<file path="config.mk">
export PLATFORM = sky130hd
export DESIGN_NAME = base64_stream_decoder
export DESIGN_NICKNAME = d
export VERILOG_FILES = /design/src/rtl/core/b64d_pkg.sv /design/src/rtl/core/b64d_front.sv /design/src/rtl/core/b64d_queue.sv /design/src/rtl/core/b64d_back.sv /design/src/rtl/core/base64_stream_decoder.sv
export SDC_FILE = /design/constraint.sdc
export NUM_CORES = 1
export LEC_CHECK = 0
export BUFFER_PORTS_ARGS = -buffer_cell sky130_fd_sc_hd__buf_2
export CAP_MARGIN = 15
export CORE_MARGIN = 1
export CORE_UTILIZATION = 55
export CTS_CLUSTER_SIZE = 8
export DETAILED_ROUTE_END_ITERATION = 7
export GPL_ROUTABILITY_DRIVEN = 0
export PLACE_DENSITY = 0.83
export SLEW_MARGIN = 10
export SYNTH_ARGS = -nofsm -noshare
export SYNTH_HDL_FRONTEND = slang
export SYNTH_SLANG_ARGS = --single-unit
</file>
<file path="constraint.sdc">
create_clock -name clock -period 5.5 [get_ports clock]
set_clock_uncertainty 0.15 [all_clocks]
set_input_delay 0.825 -clock clock [delete_from_list [all_inputs] [get_ports clock]]
set_output_delay 0.825 -clock clock [all_outputs]
set_load 0.02 [all_outputs]
</file>
<file path="src/rtl/core/b64d_pkg.sv">
// Shared types, constants and character classification for the base64 stream decoder.
package b64d_pkg;

   // Classification codes beyond the 6-bit alphabet values
   localparam logic [6:0] SKIP_CODE = 7'd64;
   localparam logic [6:0] PAD_CODE  = 7'd65;
   localparam logic [6:0] BAD_CODE  = 7'd66;

   localparam logic [7:0] LINE_FEED = 8'd10;

   // Results one item can cause, and depth of the bundle queue
   localparam int MAX_RESULTS  = 3;
   localparam int QUEUE_DEPTH  = 4;
   localparam int QUEUE_PTR_W  = $clog2(QUEUE_DEPTH);
   localparam int QUEUE_CNT_W  = $clog2(QUEUE_DEPTH + 1);

   // Decoding phase of the current message
   typedef enum logic [1:0] {
      PH_DATA = 2'd0,
      PH_PAD  = 2'd1,
      PH_ERR  = 2'd2
   } phase_type;

   // One result item
   typedef struct packed {
      logic [7:0] out_byte;
      logic       byte_valid;
      logic       last_result;
      logic       bad_input;
   } result_type;

   // All results caused by one input item; count is 1..3 when queued
   typedef struct packed {
      logic [1:0]                   count;
      result_type [MAX_RESULTS-1:0] res;
   } bundle_type;

   // Map one character to its 6-bit value or to a special code
   function automatic logic [6:0] classify(input logic [7:0] c);
      logic [6:0] code;
      code = BAD_CODE;
      if (c inside {[8'h41:8'h5A]}) begin
         code = 7'(c - 8'h41);
      end else if (c inside {[8'h61:8'h7A]}) begin
         code = 7'(c - 8'h61 + 8'd26);
      end else if (c inside {[8'h30:8'h39]}) begin
         code = 7'(c - 8'h30 + 8'd52);
      end else if (c == 8'h2B) begin
         code = 7'd62;
      end else if (c == 8'h2F) begin
         code = 7'd63;
      end else if (c == LINE_FEED) begin
         code = SKIP_CODE;
      end else if (c == 8'h3D) begin
         code = PAD_CODE;
      end
      return code;
   endfunction

endpackage

</file>
<file path="src/rtl/core/b64d_front.sv">
// Front end: accepts characters, classifies them and builds result bundles.
module b64d_front (
   input  logic                 clock,
   input  logic                 reset,
   input  logic                 accept,
   input  logic [7:0]           text_byte,
   input  logic                 end_of_text,
   output logic                 q_push,
   output b64d_pkg::bundle_type q_data
);

   logic [23:0]           acc_ff, acc_in;
   logic [1:0]            cnt_ff, cnt_in;
   b64d_pkg::phase_type   phase_ff, phase_in;
   logic [6:0]            code;
   logic [23:0]           acc_shift;
   logic [1:0]            n;
   b64d_pkg::bundle_type  bundle;

   // Classify the character and work out the next state and results
   always_comb begin
      code      = b64d_pkg::classify(text_byte);
      acc_shift = {acc_ff[17:0], code[5:0]};
      acc_in    = acc_ff;
      cnt_in    = cnt_ff;
      phase_in  = phase_ff;
      n         = 2'd0;
      bundle    = '0;

      if (phase_ff == b64d_pkg::PH_DATA) begin
         if (code == b64d_pkg::BAD_CODE) begin
            phase_in = b64d_pkg::PH_ERR;
         end else if (code == b64d_pkg::PAD_CODE) begin
            phase_in = b64d_pkg::PH_PAD;
         end else if (code != b64d_pkg::SKIP_CODE) begin
            if (cnt_ff == 2'd3) begin
               // complete group: emit three bytes and clear
               bundle.res[0] = '{acc_shift[23:16], 1'b1, 1'b0, 1'b0};
               bundle.res[1] = '{acc_shift[15:8],  1'b1, 1'b0, 1'b0};
               bundle.res[2] = '{acc_shift[7:0],   1'b1, 1'b0, 1'b0};
               n      = 2'd3;
               acc_in = '0;
               cnt_in = 2'd0;
            end else begin
               acc_in = acc_shift;
               cnt_in = cnt_ff + 2'd1;
            end
         end
      end

      // Close the message: flush, flag error, mark the last byte or give a bare end item
      if (end_of_text) begin
         if (phase_in != b64d_pkg::PH_DATA && phase_in != b64d_pkg::PH_PAD) begin
            bundle.res[0] = '{8'd0, 1'b0, 1'b1, 1'b1};
            n = 2'd1;
         end else if (n == 2'd3) begin
            bundle.res[2].last_result = 1'b1;
         end else if (cnt_in == 2'd3) begin
            bundle.res[0] = '{acc_in[17:10], 1'b1, 1'b0, 1'b0};
            bundle.res[1] = '{acc_in[9:2],   1'b1, 1'b1, 1'b0};
            n = 2'd2;
         end else if (cnt_in == 2'd2) begin
            bundle.res[0] = '{acc_in[11:4], 1'b1, 1'b1, 1'b0};
            n = 2'd1;
         end else begin
            bundle.res[0] = '{8'd0, 1'b0, 1'b1, 1'b0};
            n = 2'd1;
         end
         acc_in   = '0;
         cnt_in   = 2'd0;
         phase_in = b64d_pkg::PH_DATA;
      end

      bundle.count = n;
      q_data       = bundle;
      q_push       = accept && (n != 2'd0);
   end

   // Hold decoder state, advance on each accepted item
   always_ff @(posedge clock) begin
      if (reset) begin
         acc_ff   <= '0;
         cnt_ff   <= 2'd0;
         phase_ff <= b64d_pkg::PH_DATA;
      end else if (accept) begin
         acc_ff   <= acc_in;
         cnt_ff   <= cnt_in;
         phase_ff <= phase_in;
      end
   end

endmodule

</file>
<file path="src/rtl/core/b64d_queue.sv">
// Short queue of result bundles between the front and the back end.
module b64d_queue (
   input  logic                 clock,
   input  logic                 reset,
   input  logic                 push,
   input  b64d_pkg::bundle_type push_data,
   output logic                 full,
   input  logic                 pop,
   output b64d_pkg::bundle_type head,
   output logic                 empty
);

   b64d_pkg::bundle_type                  slot_ff [b64d_pkg::QUEUE_DEPTH];
   logic [b64d_pkg::QUEUE_PTR_W-1:0]      wr_ptr_ff, wr_ptr_in;
   logic [b64d_pkg::QUEUE_PTR_W-1:0]      rd_ptr_ff, rd_ptr_in;
   logic [b64d_pkg::QUEUE_CNT_W-1:0]      cnt_ff, cnt_in;
   logic                                  do_push, do_pop;

   assign full  = (cnt_ff == b64d_pkg::QUEUE_CNT_W'(b64d_pkg::QUEUE_DEPTH));
   assign empty = (cnt_ff == '0);
   assign head  = slot_ff[rd_ptr_ff];

   // Advance pointers and occupancy
   always_comb begin
      do_push   = push && !full;
      do_pop    = pop && !empty;
      wr_ptr_in = do_push ? wr_ptr_ff + 1'b1 : wr_ptr_ff;
      rd_ptr_in = do_pop  ? rd_ptr_ff + 1'b1 : rd_ptr_ff;
      cnt_in    = cnt_ff;
      if (do_push && !do_pop) begin
         cnt_in = cnt_ff + 1'b1;
      end else if (do_pop && !do_push) begin
         cnt_in = cnt_ff - 1'b1;
      end
   end

   always_ff @(posedge clock) begin
      if (reset) begin
         wr_ptr_ff <= '0;
         rd_ptr_ff <= '0;
         cnt_ff    <= '0;
      end else begin
         wr_ptr_ff <= wr_ptr_in;
         rd_ptr_ff <= rd_ptr_in;
         cnt_ff    <= cnt_in;
      end
   end

   // Store the bundle
   always_ff @(posedge clock) begin
      if (do_push) begin
         slot_ff[wr_ptr_ff] <= push_data;
      end
   end

endmodule

</file>
<file path="src/rtl/core/b64d_back.sv">
// Back end: splits queued bundles into single result items in an output register.
module b64d_back (
   input  logic                 clock,
   input  logic                 reset,
   input  b64d_pkg::bundle_type head,
   input  logic                 q_empty,
   output logic                 q_pop,
   input  logic                 rsp_pop,
   output logic                 rsp_empty,
   output b64d_pkg::result_type rsp_data
);

   logic [1:0]           idx_ff, idx_in;
   logic                 valid_ff, valid_in;
   b64d_pkg::result_type out_ff, out_in;
   logic                 load;

   assign rsp_empty = !valid_ff;
   assign rsp_data  = out_ff;

   // Load the next result whenever the output register is free or draining
   always_comb begin
      load     = !q_empty && (!valid_ff || rsp_pop);
      idx_in   = idx_ff;
      valid_in = valid_ff;
      out_in   = out_ff;
      q_pop    = 1'b0;
      if (load) begin
         out_in   = head.res[idx_ff];
         valid_in = 1'b1;
         if (idx_ff == head.count - 2'd1) begin
            idx_in = 2'd0;
            q_pop  = 1'b1;
         end else begin
            idx_in = idx_ff + 2'd1;
         end
      end else if (valid_ff && rsp_pop) begin
         valid_in = 1'b0;
      end
   end

   always_ff @(posedge clock) begin
      if (reset) begin
         idx_ff   <= 2'd0;
         valid_ff <= 1'b0;
      end else begin
         idx_ff   <= idx_in;
         valid_ff <= valid_in;
      end
   end

   // Hold the payload
   always_ff @(posedge clock) begin
      out_ff <= out_in;
   end

endmodule

</file>
<file path="src/rtl/core/base64_stream_decoder.sv">
// Base64 stream decoder: one character in, one decoded result item out per cycle, unless stalled.
// A character's results are registered in the bundle queue, then in the output register.
// One character a cycle in unless req_full; one item a cycle out of the output register on rsp_pop.
// A group of four values gives three items, drained one by one by the single output register.
// Reset (synchronous, active high) clears decoder state, the bundle queue and the output.
module base64_stream_decoder (
   input  logic       clock,
   input  logic       reset,
   input  logic       req_push,
   output logic       req_full,
   input  logic [7:0] req_text_byte,
   input  logic       req_end_of_text,
   output logic       rsp_empty,
   input  logic       rsp_pop,
   output logic [7:0] rsp_out_byte,
   output logic       rsp_byte_valid,
   output logic       rsp_last_result,
   output logic       rsp_bad_input
);

   logic                 accept;
   logic                 q_push, q_full, q_pop, q_empty;
   b64d_pkg::bundle_type q_in, q_head;
   b64d_pkg::result_type rsp_data;

   assign req_full = q_full;
   assign accept   = req_push && !q_full;

   b64d_front u_front (
      .clock       (clock),
      .reset       (reset),
      .accept      (accept),
      .text_byte   (req_text_byte),
      .end_of_text (req_end_of_text),
      .q_push      (q_push),
      .q_data      (q_in)
   );

   b64d_queue u_queue (
      .clock     (clock),
      .reset     (reset),
      .push      (q_push),
      .push_data (q_in),
      .full      (q_full),
      .pop       (q_pop),
      .head      (q_head),
      .empty     (q_empty)
   );

   b64d_back u_back (
      .clock     (clock),
      .reset     (reset),
      .head      (q_head),
      .q_empty   (q_empty),
      .q_pop     (q_pop),
      .rsp_pop   (rsp_pop),
      .rsp_empty (rsp_empty),
      .rsp_data  (rsp_data)
   );

   assign rsp_out_byte    = rsp_data.out_byte;
   assign rsp_byte_valid  = rsp_data.byte_valid;
   assign rsp_last_result = rsp_data.last_result;
   assign rsp_bad_input   = rsp_data.bad_input;

   // The front never pushes a bundle into a full queue
   assert property (@(posedge clock) disable iff (reset) !(q_push && q_full))
      else $error("bundle pushed into full queue");

   // An error is only reported on the final item of a message
   assert property (@(posedge clock) disable iff (reset)
      (!rsp_empty && rsp_bad_input) |-> (rsp_last_result && !rsp_byte_valid))
      else $error("error flag on a non-final or data item");

   // An item without data carries a zero byte
   assert property (@(posedge clock) disable iff (reset)
      (!rsp_empty && !rsp_byte_valid) |-> (rsp_out_byte == 8'd0))
      else $error("non-zero byte on an empty item");

   // Reset leaves no result waiting
   assert property (@(posedge clock) reset |=> rsp_empty)
      else $error("result present after reset");

endmodule

</file>
==> metrics.cfg, run 1 <==
[status]
status = completed

[timing]
setup_viol_count_final = 0
final.min_clock_period_ps = 4210
post-route-worst-setup-slack_ps = 1290
slew_headroom = 0.417
finalCritPeriodShare = 0.765
finalHoldViolations = 0
final.hold.worst_slack_ps = 325
maxClockFrequency_mhz = 238
accumulated_negative_setup_slack_ps = 0
final_count_of_pins_violating_max_slew = 0
tightest_slew_ps = 874
rsz0062_at_grt = no

[clocking]
cts_tree = done
clock_insertion_delay_worst_skew_ps = 440
cts_resized = 0
cts.clk_slew.worst_paths_ps = 60
h-tree-depth = 4
clk_path_buf_depth = 2
cts_buffers = 17
cts_setup_buffers = 0
cts_root_buffer_type = sky130_fd_sc_hd__clkbuf_16
ctsHoldBuffers = 0
clock-sinks = 177

[pwr]
static_leakage_power_nw = 3.04
power-per-cell-area_nw_per_um2 = 398
ir_worst_vdd_mv = 0.361

[global_routing]
global_route_wire_length_before_repair_um = 26600
globalRouteTotalUtil = 0.240
grt_pass1_vias = 5123
number_of_antenna_violations_at_the_first_check_in_global_routing = 0
pin_count_of_the_biggest_net_entering_global_routing = 34
grt_remaining_overflow = 0

[floorplan]
floorplan.die_area_um2 = 15200
core_um2 = 14500
initial_utilization = 0.560
die_width_um = 123
ios = 26
die_y_um = 123
fp-row-count = 44

[min_path]
timing.hold.worst.start = u_back.valid_ff
holdCritPathClass = flip-flop to flip-flop

[critical_path]
end_kind = flip-flop
worst_r2r_path_depth = 13
endpoint_arrival_time_on_the_critical_path_ps = 4410
worst-setup-path-type = input port to flip-flop
cp_slowest_cell = sky130_fd_sc_hd__a211oi_4
worst_ep_required_time_ps = 5710
timing.reg2reg.setup_slack_ps = 1930
regToRegEndpoint = u_queue.cnt_ff[2]
setup.worst_path.end = u_queue.cnt_ff[2]
worst_path_largest_cell_delay_ps = 390
critPathLaunchType = input port
startpoint = req_text_byte[2]
critPathMaxFanout = 9
worst_path_cell_trace = buf_2 -> inv_1 -> ha_1 -> nor2b_1 -> o21ai_0 -> a41oi_1 -> a222oi_1 -> buf_4 -> o21ai_2 -> a211oi_4 -> ha_1 -> inv_1 -> fa_1 -> xor2_1 -> or3_1 -> a21oi_1

[synthesis]
synthDistinctLibCells = 64
synth.avg_cell_area_um2 = 13.6
synth_seq_area_share = 0.613
yosys_warnings = 0
syn_nets = 627
syn-instance-count = 597
number_of_enable_type_register_cells_in_the_synthesized_netlist = 143
synth.ff_latch_count = 177
async_flop_share = 0
dominantRegCellSynth = sky130_fd_sc_hd__edfxtp_1
mappedNetlistArea_um2 = 8110

[final_layout]
antenna_fix_cells = 0
multiInputGateArea_um2 = 2870
layout.cell_area.non_filler_um2 = 8970
nNetsFinal = 648
proportion_of_layout_cells_with_a_drive_suffix_above_1 = 0.179
flow.area_growth_from_synthesis_pct = 10.6
seq_area_um2 = 4980
fillers = 1029
finish.utilization = 0.620

[drt]
drtIter0Drc = 602
drtPass1Iterations = 5
wire_per_inst_um = 20.9
via_per_inst = 6.45
drt_drc_violations_left = 0
postRouteAntennaNets = 0
detailroute.via_count = 5255
finalWirelength_um = 17100

[place]
dp_hpwl_um = 10900
dpl_worst_slack_ps = 939
numPortBuffers = 25
placed_cell_area_um2 = 8400

[job]
cap_violations = 0

[kinds of logic after synthesis]
kind of cell	Yosys count	synth area share
xor gates and xnor gates	11	0.0119
DFF	177	0.613
muxes	52	0.116
buffers and inverters	66	0.0332
and+or+nand+nor	151	0.0901
AOI/OAI and AO/OA	123	0.109
adders and majority gates	17	0.0271
[critical path: cells and delay by family]
| family | cells | cell delay [ps] |
|---|---|---|
| buf+inv | 4 | 540 |
| simple gates | 2 | 460 |
| compound gates | 6 | 1550 |
| xor+xnor | 1 | 180 |
| fa+ha+maj | 3 | 840 |
[state kept, by name, summed over array words and instances (netlist names), named ones only]
signal             cells
u_queue.slot_ff      132
u_front.acc_ff        18
u_back.rsp_data       11
u_queue.cnt_ff         3
u_back.idx_ff          2
u_front.cnt_ff         2
u_front.phase_ff       2
u_queue.rd_ptr_ff      2
u_queue.wr_ptr_ff      2
u_back.valid_ff        1
[stage by stage]
stage                     instances  power, W
after floorplan                 597   0.00222
after global placement          783   0.00240
after detailed placement        783   0.00243
after CTS                       815   0.00359
after global routing            815   0.00371
final                           815   0.00357
[layer usage]
layer  global-route usage  share of wire
met4                0.108          0.029
met2                0.391           0.49
met5                    0              0
met1                0.306           0.40
met3               0.0577          0.080
[worst min path at each step]
stage | end | slack, ps | depth (start not counted)
global route | u_back.valid_ff | 360 | 2
finish | u_back.valid_ff | 330 | 2
global placement | u_back.valid_ff | 300 | 2
floorplan | u_back.valid_ff | 300 | 2
CTS | u_back.valid_ff | 320 | 2
detailed placement | u_back.valid_ff | 310 | 2
[area by class of cell]
type,count,share of cell area
well taps,184,0.0257
repair buffers,36,0.0231
clock inverters,15,0.0163
clock buffers,17,0.0474
inverters,32,0.0134
flip-flops and latches,177,0.555
multi-input cells,354,0.320
[cells in the mapped netlist (3+ instances only)]
master,count,share of area
sky130_fd_sc_hd__and2_1,6,0.0046
sky130_fd_sc_hd__a22oi_1,21,0.019
sky130_fd_sc_hd__mux2_2,3,0.0042
sky130_fd_sc_hd__mux4_2,33,0.092
sky130_fd_sc_hd__xnor2_1,5,0.0054
sky130_fd_sc_hd__nor3_1,6,0.0037
sky130_fd_sc_hd__a221oi_1,4,0.0043
sky130_fd_sc_hd__mux2i_1,16,0.020
sky130_fd_sc_hd__ha_1,16,0.025
sky130_fd_sc_hd__nand3_1,14,0.0086
sky130_fd_sc_hd__clkbuf_1,18,0.0083
sky130_fd_sc_hd__buf_1,6,0.0028
sky130_fd_sc_hd__inv_1,31,0.014
sky130_fd_sc_hd__xor2_1,6,0.0065
sky130_fd_sc_hd__nor2b_1,8,0.0062
sky130_fd_sc_hd__o22ai_1,11,0.0085
sky130_fd_sc_hd__o211ai_1,7,0.0065
sky130_fd_sc_hd__buf_2,8,0.0049
sky130_fd_sc_hd__dfxtp_1,34,0.084
sky130_fd_sc_hd__o21ai_0,16,0.0099
sky130_fd_sc_hd__edfxtp_1,143,0.53
sky130_fd_sc_hd__a2bb2oi_1,5,0.0054
sky130_fd_sc_hd__a21oi_1,21,0.013
sky130_fd_sc_hd__nand2_1,47,0.022
sky130_fd_sc_hd__a22o_1,10,0.011
sky130_fd_sc_hd__nor2_1,42,0.019
sky130_fd_sc_hd__nand2b_1,4,0.0031
sky130_fd_sc_hd__and3_1,9,0.0069
[power by group]
group          internal [W]  leakage, nW  total, W  switching [W]
sequential          0.00157         1.58   0.00164      0.0000655
combinational      0.000313         1.17  0.000761       0.000448
clock              0.000637        0.286   0.00117       0.000533
[cells in the final DEF (no fill, tap or decap), types with 6 or more instances in the layout]
cell / n
sky130_fd_sc_hd__edfxtp_1: 143
sky130_fd_sc_hd__nand2_1: 47
sky130_fd_sc_hd__nor2_1: 42
sky130_fd_sc_hd__mux4_2: 33
sky130_fd_sc_hd__dfxtp_1: 33
sky130_fd_sc_hd__inv_1: 31
sky130_fd_sc_hd__buf_2: 25
sky130_fd_sc_hd__a21oi_1: 21
sky130_fd_sc_hd__a22oi_1: 21
sky130_fd_sc_hd__clkbuf_16: 17
sky130_fd_sc_hd__mux2i_1: 16
sky130_fd_sc_hd__o21ai_0: 16
sky130_fd_sc_hd__ha_1: 16
sky130_fd_sc_hd__nand3_1: 14
sky130_fd_sc_hd__o22ai_1: 11
sky130_fd_sc_hd__buf_4: 11
sky130_fd_sc_hd__a22o_1: 10
sky130_fd_sc_hd__and3_1: 9
sky130_fd_sc_hd__nor2b_1: 8
sky130_fd_sc_hd__o211ai_1: 7
sky130_fd_sc_hd__nor3_1: 6
sky130_fd_sc_hd__and2_1: 6
sky130_fd_sc_hd__xor2_1: 6
sky130_fd_sc_hd__inv_6: 6
No activity file was read; power rests on OpenSTA's default activity.
==> run 2: changes to the inputs <==
Settings changed: ABC_AREA from default to 1, PLACE_DENSITY 0.83 to 0.86.
Clock period 5.5 ns to 3.7 ns, I/O delays scaled along.
==> run 2 against run 1 <==
Against the previous run:
- die area increased by 5.8%
- synthesized cell count grew 53%
- via count rose by 29%
- non-clock buffer count grew 15
==> metrics.cfg, run 2 <==
[clocking]
cts.clk_slew.worst_paths_ps = 70  ; about the same
clock-sinks = 177  ; unchanged
cts_buffers = 17  ; unchanged
ctsHoldBuffers = 0  ; unchanged
h-tree-depth = 4  ; unchanged
clock_insertion_delay_worst_skew_ps = 440  ; about the same
clk_path_buf_depth = 2  ; unchanged
cts_root_buffer_type = sky130_fd_sc_hd__clkbuf_16
cts_setup_buffers = 0  ; unchanged
cts_resized = 0  ; unchanged
cts_tree = done

[status]
status = completed

[synthesis]
synth_seq_area_share = 0.579  ; -0.0340
netlist.top_cell.by_area = sky130_fd_sc_hd__edfxtp_1
mappedNetlistArea_um2 = 8590  ; +5.9%
synthTopCellsByCount = sky130_fd_sc_hd__nand2_1 (194), sky130_fd_sc_hd__edfxtp_1 (143), sky130_fd_sc_hd__nor2_1 (121), sky130_fd_sc_hd__o21ai_0 (74), sky130_fd_sc_hd__nand3_1 (70)
ys_top_cells_by_area = sky130_fd_sc_hd__edfxtp_1 (50%), sky130_fd_sc_hd__nand2_1 (8.5%), sky130_fd_sc_hd__dfxtp_1 (7.9%), sky130_fd_sc_hd__nor2_1 (5.3%), sky130_fd_sc_hd__o21ai_0 (4.3%)
syn_nets = 944  ; +51%
synth.avg_cell_area_um2 = 9.40  ; -31%
post-synth-top-count-cell = sky130_fd_sc_hd__nand2_1
post-synth-top-area-fraction = 0.500  ; -0.0294
async_flop_share = 0  ; unchanged
yosys_warnings = 0  ; unchanged
syn-instance-count = 914  ; +53%
dominantRegCellSynth = sky130_fd_sc_hd__edfxtp_1
synthDistinctLibCells = 45  ; -30%
synth.ff_latch_count = 177  ; unchanged
number_of_enable_type_register_cells_in_the_synthesized_netlist = 143  ; unchanged

[drt]
finalWirelength_um = 19600  ; +15%
wire_per_inst_um = 17.1  ; -18%
via_per_inst = 5.90  ; -8.4%
drt_drc_violations_left = 0  ; unchanged
drtIter0Drc = 732  ; +22%
drtPass1Iterations = 5  ; unchanged
postRouteAntennaNets = 0  ; unchanged
detailroute.via_count = 6759  ; +29%

[final_layout]
final_instance_count_without_filler_cells = 1145  ; +40%
proportion_of_layout_cells_with_a_drive_suffix_above_1 = 0.140  ; -0.0391
registers.top_by_ff_count = u_queue.slot_ff
commonest_cells_after_routing_fill_and_taps_aside = sky130_fd_sc_hd__nand2_1 (194), sky130_fd_sc_hd__edfxtp_1 (143), sky130_fd_sc_hd__nor2_1 (117)
layout.cell_area.non_filler_um2 = 9690  ; +8.0%
finish.utilization = 0.637  ; +0.0177
nNetsFinal = 974  ; +50%
antenna_fix_cells = 0  ; unchanged
flow.area_growth_from_synthesis_pct = 12.8
most_frequent_standard_cell_in_the_layout_excluding_fill_and_tap_cells = sky130_fd_sc_hd__nand2_1
fillers = 1147  ; +11%
largest_register_ff_count = 132  ; unchanged

[pwr]
power-per-cell-area_nw_per_um2 = 632  ; +59%
static_leakage_power_nw = 3.86  ; +27%
ir_worst_vdd_mv = 0.361  ; about the same

[place]
dpl_worst_slack_ps = 16.5  ; -923 ps
placed_cell_area_um2 = 9020  ; +7.4%
numPortBuffers = 25  ; unchanged
dp_hpwl_um = 12400  ; +14%
place.detailed.instances = 1113  ; +42%

[timing]
maxClockFrequency_mhz = 307
finalCritPeriodShare = 0.881
final.min_clock_period_ps = 3260
setup_viol_count_final = 0  ; unchanged
finalHoldViolations = 0  ; unchanged
tightest_slew_ps = 1010  ; +137 ps
post-route-worst-setup-slack_ps = 441  ; -852 ps
slew_headroom = 0.324  ; -0.0934
final_count_of_pins_violating_max_slew = 0  ; unchanged
rsz0062_at_grt = no
accumulated_negative_setup_slack_ps = 0  ; unchanged

[critical_path]
worst_ep_required_time_ps = 3920  ; -1790 ps
worst-setup-path-type = input port to flip-flop
end_kind = flip-flop
critPathLaunchType = input port
worst_path_largest_cell_delay_ps = 390  ; about the same
cp_slowest_cell = sky130_fd_sc_hd__fa_1
path_buf_inv = 6  ; +2
cpMostUsedCell = sky130_fd_sc_hd__nand2_1
endpoint_arrival_time_on_the_critical_path_ps = 3480  ; -930 ps
critPathMaxFanout = 7  ; -2
path_delay_family = simple AND/OR/NAND/NOR gates

[floorplan]
die_y_um = 127  ; +2.9%
fp-row-count = 45  ; +2.3%
initial_utilization = 0.565  ; +0.00471
die_width_um = 127  ; +2.9%
floorplan.die_area_um2 = 16100  ; +5.8%
ios = 26  ; unchanged
core_um2 = 15200  ; +5.0%

[global_routing]
number_of_antenna_violations_at_the_first_check_in_global_routing = 0  ; unchanged
grt_pass1_vias = 6305  ; +23%
grt_remaining_overflow = 0  ; unchanged
global_route_wire_length_before_repair_um = 31500  ; +18%
pin_count_of_the_biggest_net_entering_global_routing = 63  ; +85%
globalRouteTotalUtil = 0.255  ; +0.0153

[min_path]
holdCritPathClass = flip-flop to flip-flop

[job]
cap_violations = 0  ; unchanged

run 2: layout make-up:
type	count	area, um2	area share
clock buffers	18	439	0.0453
clock inverters	14	226	0.0234
inverters	75	285	0.0294
multi-input cells	622	3160	0.326
flip-flops and latches	177	4980	0.513
well taps	188	235	0.0243
repair buffers	51	370	0.0382
run 2: cell families after synthesis:
kind of cell / after synthesis / share of synthesized area
compound gates: 178 / 0.117
xor+xnor: 6 / 0.00612
fa+ha+maj: 17 / 0.0256
buf+inv: 115 / 0.0565
flops: 177 / 0.579
simple gates: 421 / 0.215
run 2: worst paths after layout:
kind	startpoint	end	slack, ps	depth (start not counted)
max reg2reg	flip-flop	u_queue.cnt_ff[2]	1020	16
max	req_text_byte[0]	u_queue.cnt_ff[2]	440	26
min	u_front.acc_ff[4]	u_front.acc_ff[4]	320	2
min reg2reg	u_front.acc_ff[4]	u_front.acc_ff[4]	320	2
run 2: per-layer routing:
| layer | up-vias | global-route usage | part of all wire |
|---|---|---|---|
| met5 | - | 0 | 0 |
| met4 | 0 | 0.101 | 0.024 |
| met3 | 58 | 0.0456 | 0.082 |
| met2 | 342 | 0.434 | 0.50 |
| met1 | 3188 | 0.326 | 0.39 |
| li1 | 3171 | - | - |
run 2: through the flow:
step                hold slack, ps  total power, W
floorplan                      295         0.00365
global placement               302         0.00407
finish                         323         0.00612
global route                   341         0.00639
CTS                            321         0.00612
detailed placement             312         0.00414
run 2: where the power goes:
| part | switching (W) | total, W | leakage [nW] | internal [W] |
|---|---|---|---|---|
| clock | 0.000763 | 0.00199 | 0.319 | 0.00123 |
| combinational | 0.00119 | 0.00168 | 1.86 | 0.000494 |
| sequential | 0.0000702 | 0.00245 | 1.68 | 0.00238 |
| total | 0.00202 | 0.00612 | 3.86 | 0.00410 |
run 2: tightest hold or removal path, stage by stage, from the launching register on:
cell                      delay (ps)
sky130_fd_sc_hd__dfxtp_1         310
sky130_fd_sc_hd__nand2_1          60
sky130_fd_sc_hd__a21oi_1          60
==> run 3: changes to the inputs <==
Settings changed: PLACE_DENSITY 0.86 to 0.83.
Clock period 3.7 ns to 4.2 ns, I/O delays scaled along.
==> run 3 against run 2 <==
Against the previous run:
- core utilization fell by 1.1 points
- design area fell by 1.8%
- largest power group unchanged
- total power fell by 17%
- via count fell by 2.9%
==> metrics.cfg, run 3 (synthesis results as in run 2) <==
[drt]
finalWirelength_um = 18800  ; -4.1%
drtPass1Iterations = 5  ; unchanged
detailroute.via_count = 6566  ; -2.9%
via_per_inst = 5.78  ; -2.1%
drt_drc_violations_left = 0  ; unchanged
postRouteAntennaNets = 0  ; unchanged
wire_per_inst_um = 16.5  ; -3.3%
drtIter0Drc = 773  ; +5.6%

[final_layout]
final_instance_count_without_filler_cells = 1136  ; -0.79%
nNetsFinal = 966  ; -0.82%
most_frequent_standard_cell_in_the_layout_excluding_fill_and_tap_cells = sky130_fd_sc_hd__nand2_1
antenna_fix_cells = 0  ; unchanged
multiInputGateArea_um2 = 3160  ; unchanged
layout.cell_area.non_filler_um2 = 9520  ; -1.8%
registers.top_by_ff_count = u_queue.slot_ff
seq_area_um2 = 4980  ; unchanged
fillers = 1154  ; +0.61%
flow.area_growth_from_synthesis_pct = 10.8
commonest_cells_after_routing_fill_and_taps_aside = sky130_fd_sc_hd__nand2_1 (194), sky130_fd_sc_hd__edfxtp_1 (143), sky130_fd_sc_hd__nor2_1 (117)
proportion_of_layout_cells_with_a_drive_suffix_above_1 = 0.127  ; -0.0134
largest_register_ff_count = 132  ; unchanged

[pwr]
power-per-cell-area_nw_per_um2 = 534  ; -16%
power.share.switching = 0.335  ; +0.00528
p_int_w = 0.00338  ; -18%
power.switching_w = 0.00170  ; -16%
clkPwrFrac = 0.291  ; -0.034
static_leakage_power_nw = 3.76  ; -2.5%
share_seq_of_total_power = 0.427  ; +0.027
power_frac_comb = 0.283  ; +0.008
ir_worst_vdd_mv = 0.329  ; -8.8%

[timing]
maxClockFrequency_mhz = 281
slew_headroom = 0.294  ; -0.0295
setup_viol_count_final = 0  ; unchanged
rsz0062_at_grt = no
finalCritPeriodShare = 0.846
finalHoldViolations = 0  ; unchanged
final.min_clock_period_ps = 3560
tightest_slew_ps = 1060  ; +44.1 ps
final_count_of_pins_violating_max_slew = 0  ; unchanged
final.hold.worst_slack_ps = 324  ; +0.334 ps

[critical_path]
endpoint_arrival_time_on_the_critical_path_ps = 3770  ; +290 ps
timing.reg2reg.setup_slack_ps = 1250  ; +230 ps
worst_path_largest_cell_delay_ps = 390  ; about the same
regToRegEndpoint = u_queue.cnt_ff[2]
cp_slowest_cell = sky130_fd_sc_hd__fa_1
cpMostUsedCell = sky130_fd_sc_hd__nand2_1
critPathLaunchType = input port
worst_r2r_path_depth = 16  ; unchanged
end_kind = flip-flop
critPathMaxFanout = 11  ; +4
worst_path_cell_trace = buf_2 -> inv_1 -> ha_1 -> nand2_1 -> nand2_1 -> nor2_1 -> nor2_4 -> nand2_4 -> nand3_1 -> nand2_1 -> nand2_2 -> o211ai_4 -> nand2_4 -> a21oi_2 -> o21ai_2 -> inv_1 -> ha_1 -> inv_1 -> fa_1 -> nor2_1 -> nor2_1 -> nand2_1 -> o21ai_0 -> a21oi_1
worst_ep_required_time_ps = 4420  ; +500 ps
worst-setup-path-type = input port to flip-flop

[place]
dp_hpwl_um = 11900  ; -3.9%
placed_cell_area_um2 = 8970  ; -0.62%
numPortBuffers = 25  ; unchanged
place.detailed.instances = 1105  ; -0.72%

[clocking]
ctsHoldBuffers = 0  ; unchanged
clock-sinks = 177  ; unchanged
clock_insertion_delay_worst_skew_ps = 440  ; about the same
cts_buffers = 17  ; unchanged
h-tree-depth = 4  ; unchanged
cts_resized = 0  ; unchanged
cts.clk_slew.worst_paths_ps = 60  ; about the same
cts_tree = done
cts_setup_buffers = 0  ; unchanged
cts_root_buffer_type = sky130_fd_sc_hd__clkbuf_16
clk_path_buf_depth = 2  ; unchanged

[floorplan]
ios = 26  ; unchanged
fp-row-count = 45  ; unchanged
die_y_um = 127  ; unchanged
initial_utilization = 0.565  ; unchanged
floorplan.die_area_um2 = 16100  ; unchanged
core_um2 = 15200  ; unchanged
die_width_um = 127  ; unchanged

[status]
status = completed

[global_routing]
grt_pass1_vias = 6023  ; -4.5%
globalRouteTotalUtil = 0.244  ; -0.0117
pin_count_of_the_biggest_net_entering_global_routing = 61  ; -3.2%
number_of_antenna_violations_at_the_first_check_in_global_routing = 0  ; unchanged
global_route_wire_length_before_repair_um = 30000  ; -4.6%
grt_remaining_overflow = 0  ; unchanged

[min_path]
holdCritPathClass = flip-flop to flip-flop
hold_path_end = u_front.acc_ff[3]
timing.hold.worst.start = u_front.acc_ff[3]
min_path_cells = 2  ; unchanged

[job]
cap_violations = 0  ; unchanged

run 3: final cells by class:
class                           instances  area share
Clock inverter                         14      0.0130
Tap cell                              188      0.0247
Inverter                               75      0.0300
Clock buffer                           17      0.0447
Sequential cell                       177       0.523
Timing Repair Buffer                   43      0.0330
Multi-Input combinational cell        622       0.332
run 3: per-layer routing:
| layer | track usage | up-vias | part of all wire |
|---|---|---|---|
| li1 | - | 3161 | - |
| met1 | 0.323 | 3083 | 0.42 |
| met2 | 0.403 | 285 | 0.48 |
| met3 | 0.0443 | 37 | 0.079 |
| met4 | 0.0882 | 0 | 0.021 |
| met5 | 0 | - | 0 |
run 3: power by group through the flow:
| stage | Sequential, W | Clock (W) | Combinational, W |
|---|---|---|---|
| after global placement | 0.00220 | 0 | 0.00138 |
| after CTS | 0.00217 | 0.00148 | 0.00143 |
| final | 0.00217 | 0.00148 | 0.00144 |
| after floorplan | 0.00226 | 0 | 0.000955 |
| after global routing | 0.00219 | 0.00155 | 0.00158 |
| after detailed placement | 0.00220 | 0 | 0.00141 |
run 3: worst max-delay path by stage:
stage,from,slack [ps],cells after the start,end
6_report,req_text_byte[2],640,24,u_queue.cnt_ff[2]
5_1_grt,req_text_byte[2],260,24,u_queue.cnt_ff[2]
4_1_cts,req_text_byte[2],670,24,u_queue.cnt_ff[2]
3_5_place_dp,req_text_byte[2],220,24,u_queue.cnt_ff[2]
3_3_place_gp,req_text_byte[2],340,24,u_queue.cnt_ff[2]
2_1_floorplan,req_text_byte[2],-270,16,u_queue.slot_ff[0][0]
run 3: worst max-delay path: cells and delay by family:
family          cells  cell delay [ps]
compound gates      5              790
fa+ha+maj           3              750
buf+inv             4              480
simple gates       12             1110
run 3: metrics by stage:
step | utilization | total power (W) | setup WS (ps) | setup TNS (ps)
finish | 0.626 | 0.00508 | 645 | 0
global route | 0.626 | 0.00531 | 264 | 0
CTS | 0.626 | 0.00507 | 669 | 0
detailed placement | 0.590 | 0.00361 | 221 | 0
global placement | 0.589 | 0.00358 | 340 | 0
floorplan | - | 0.00322 | -267 | -35220
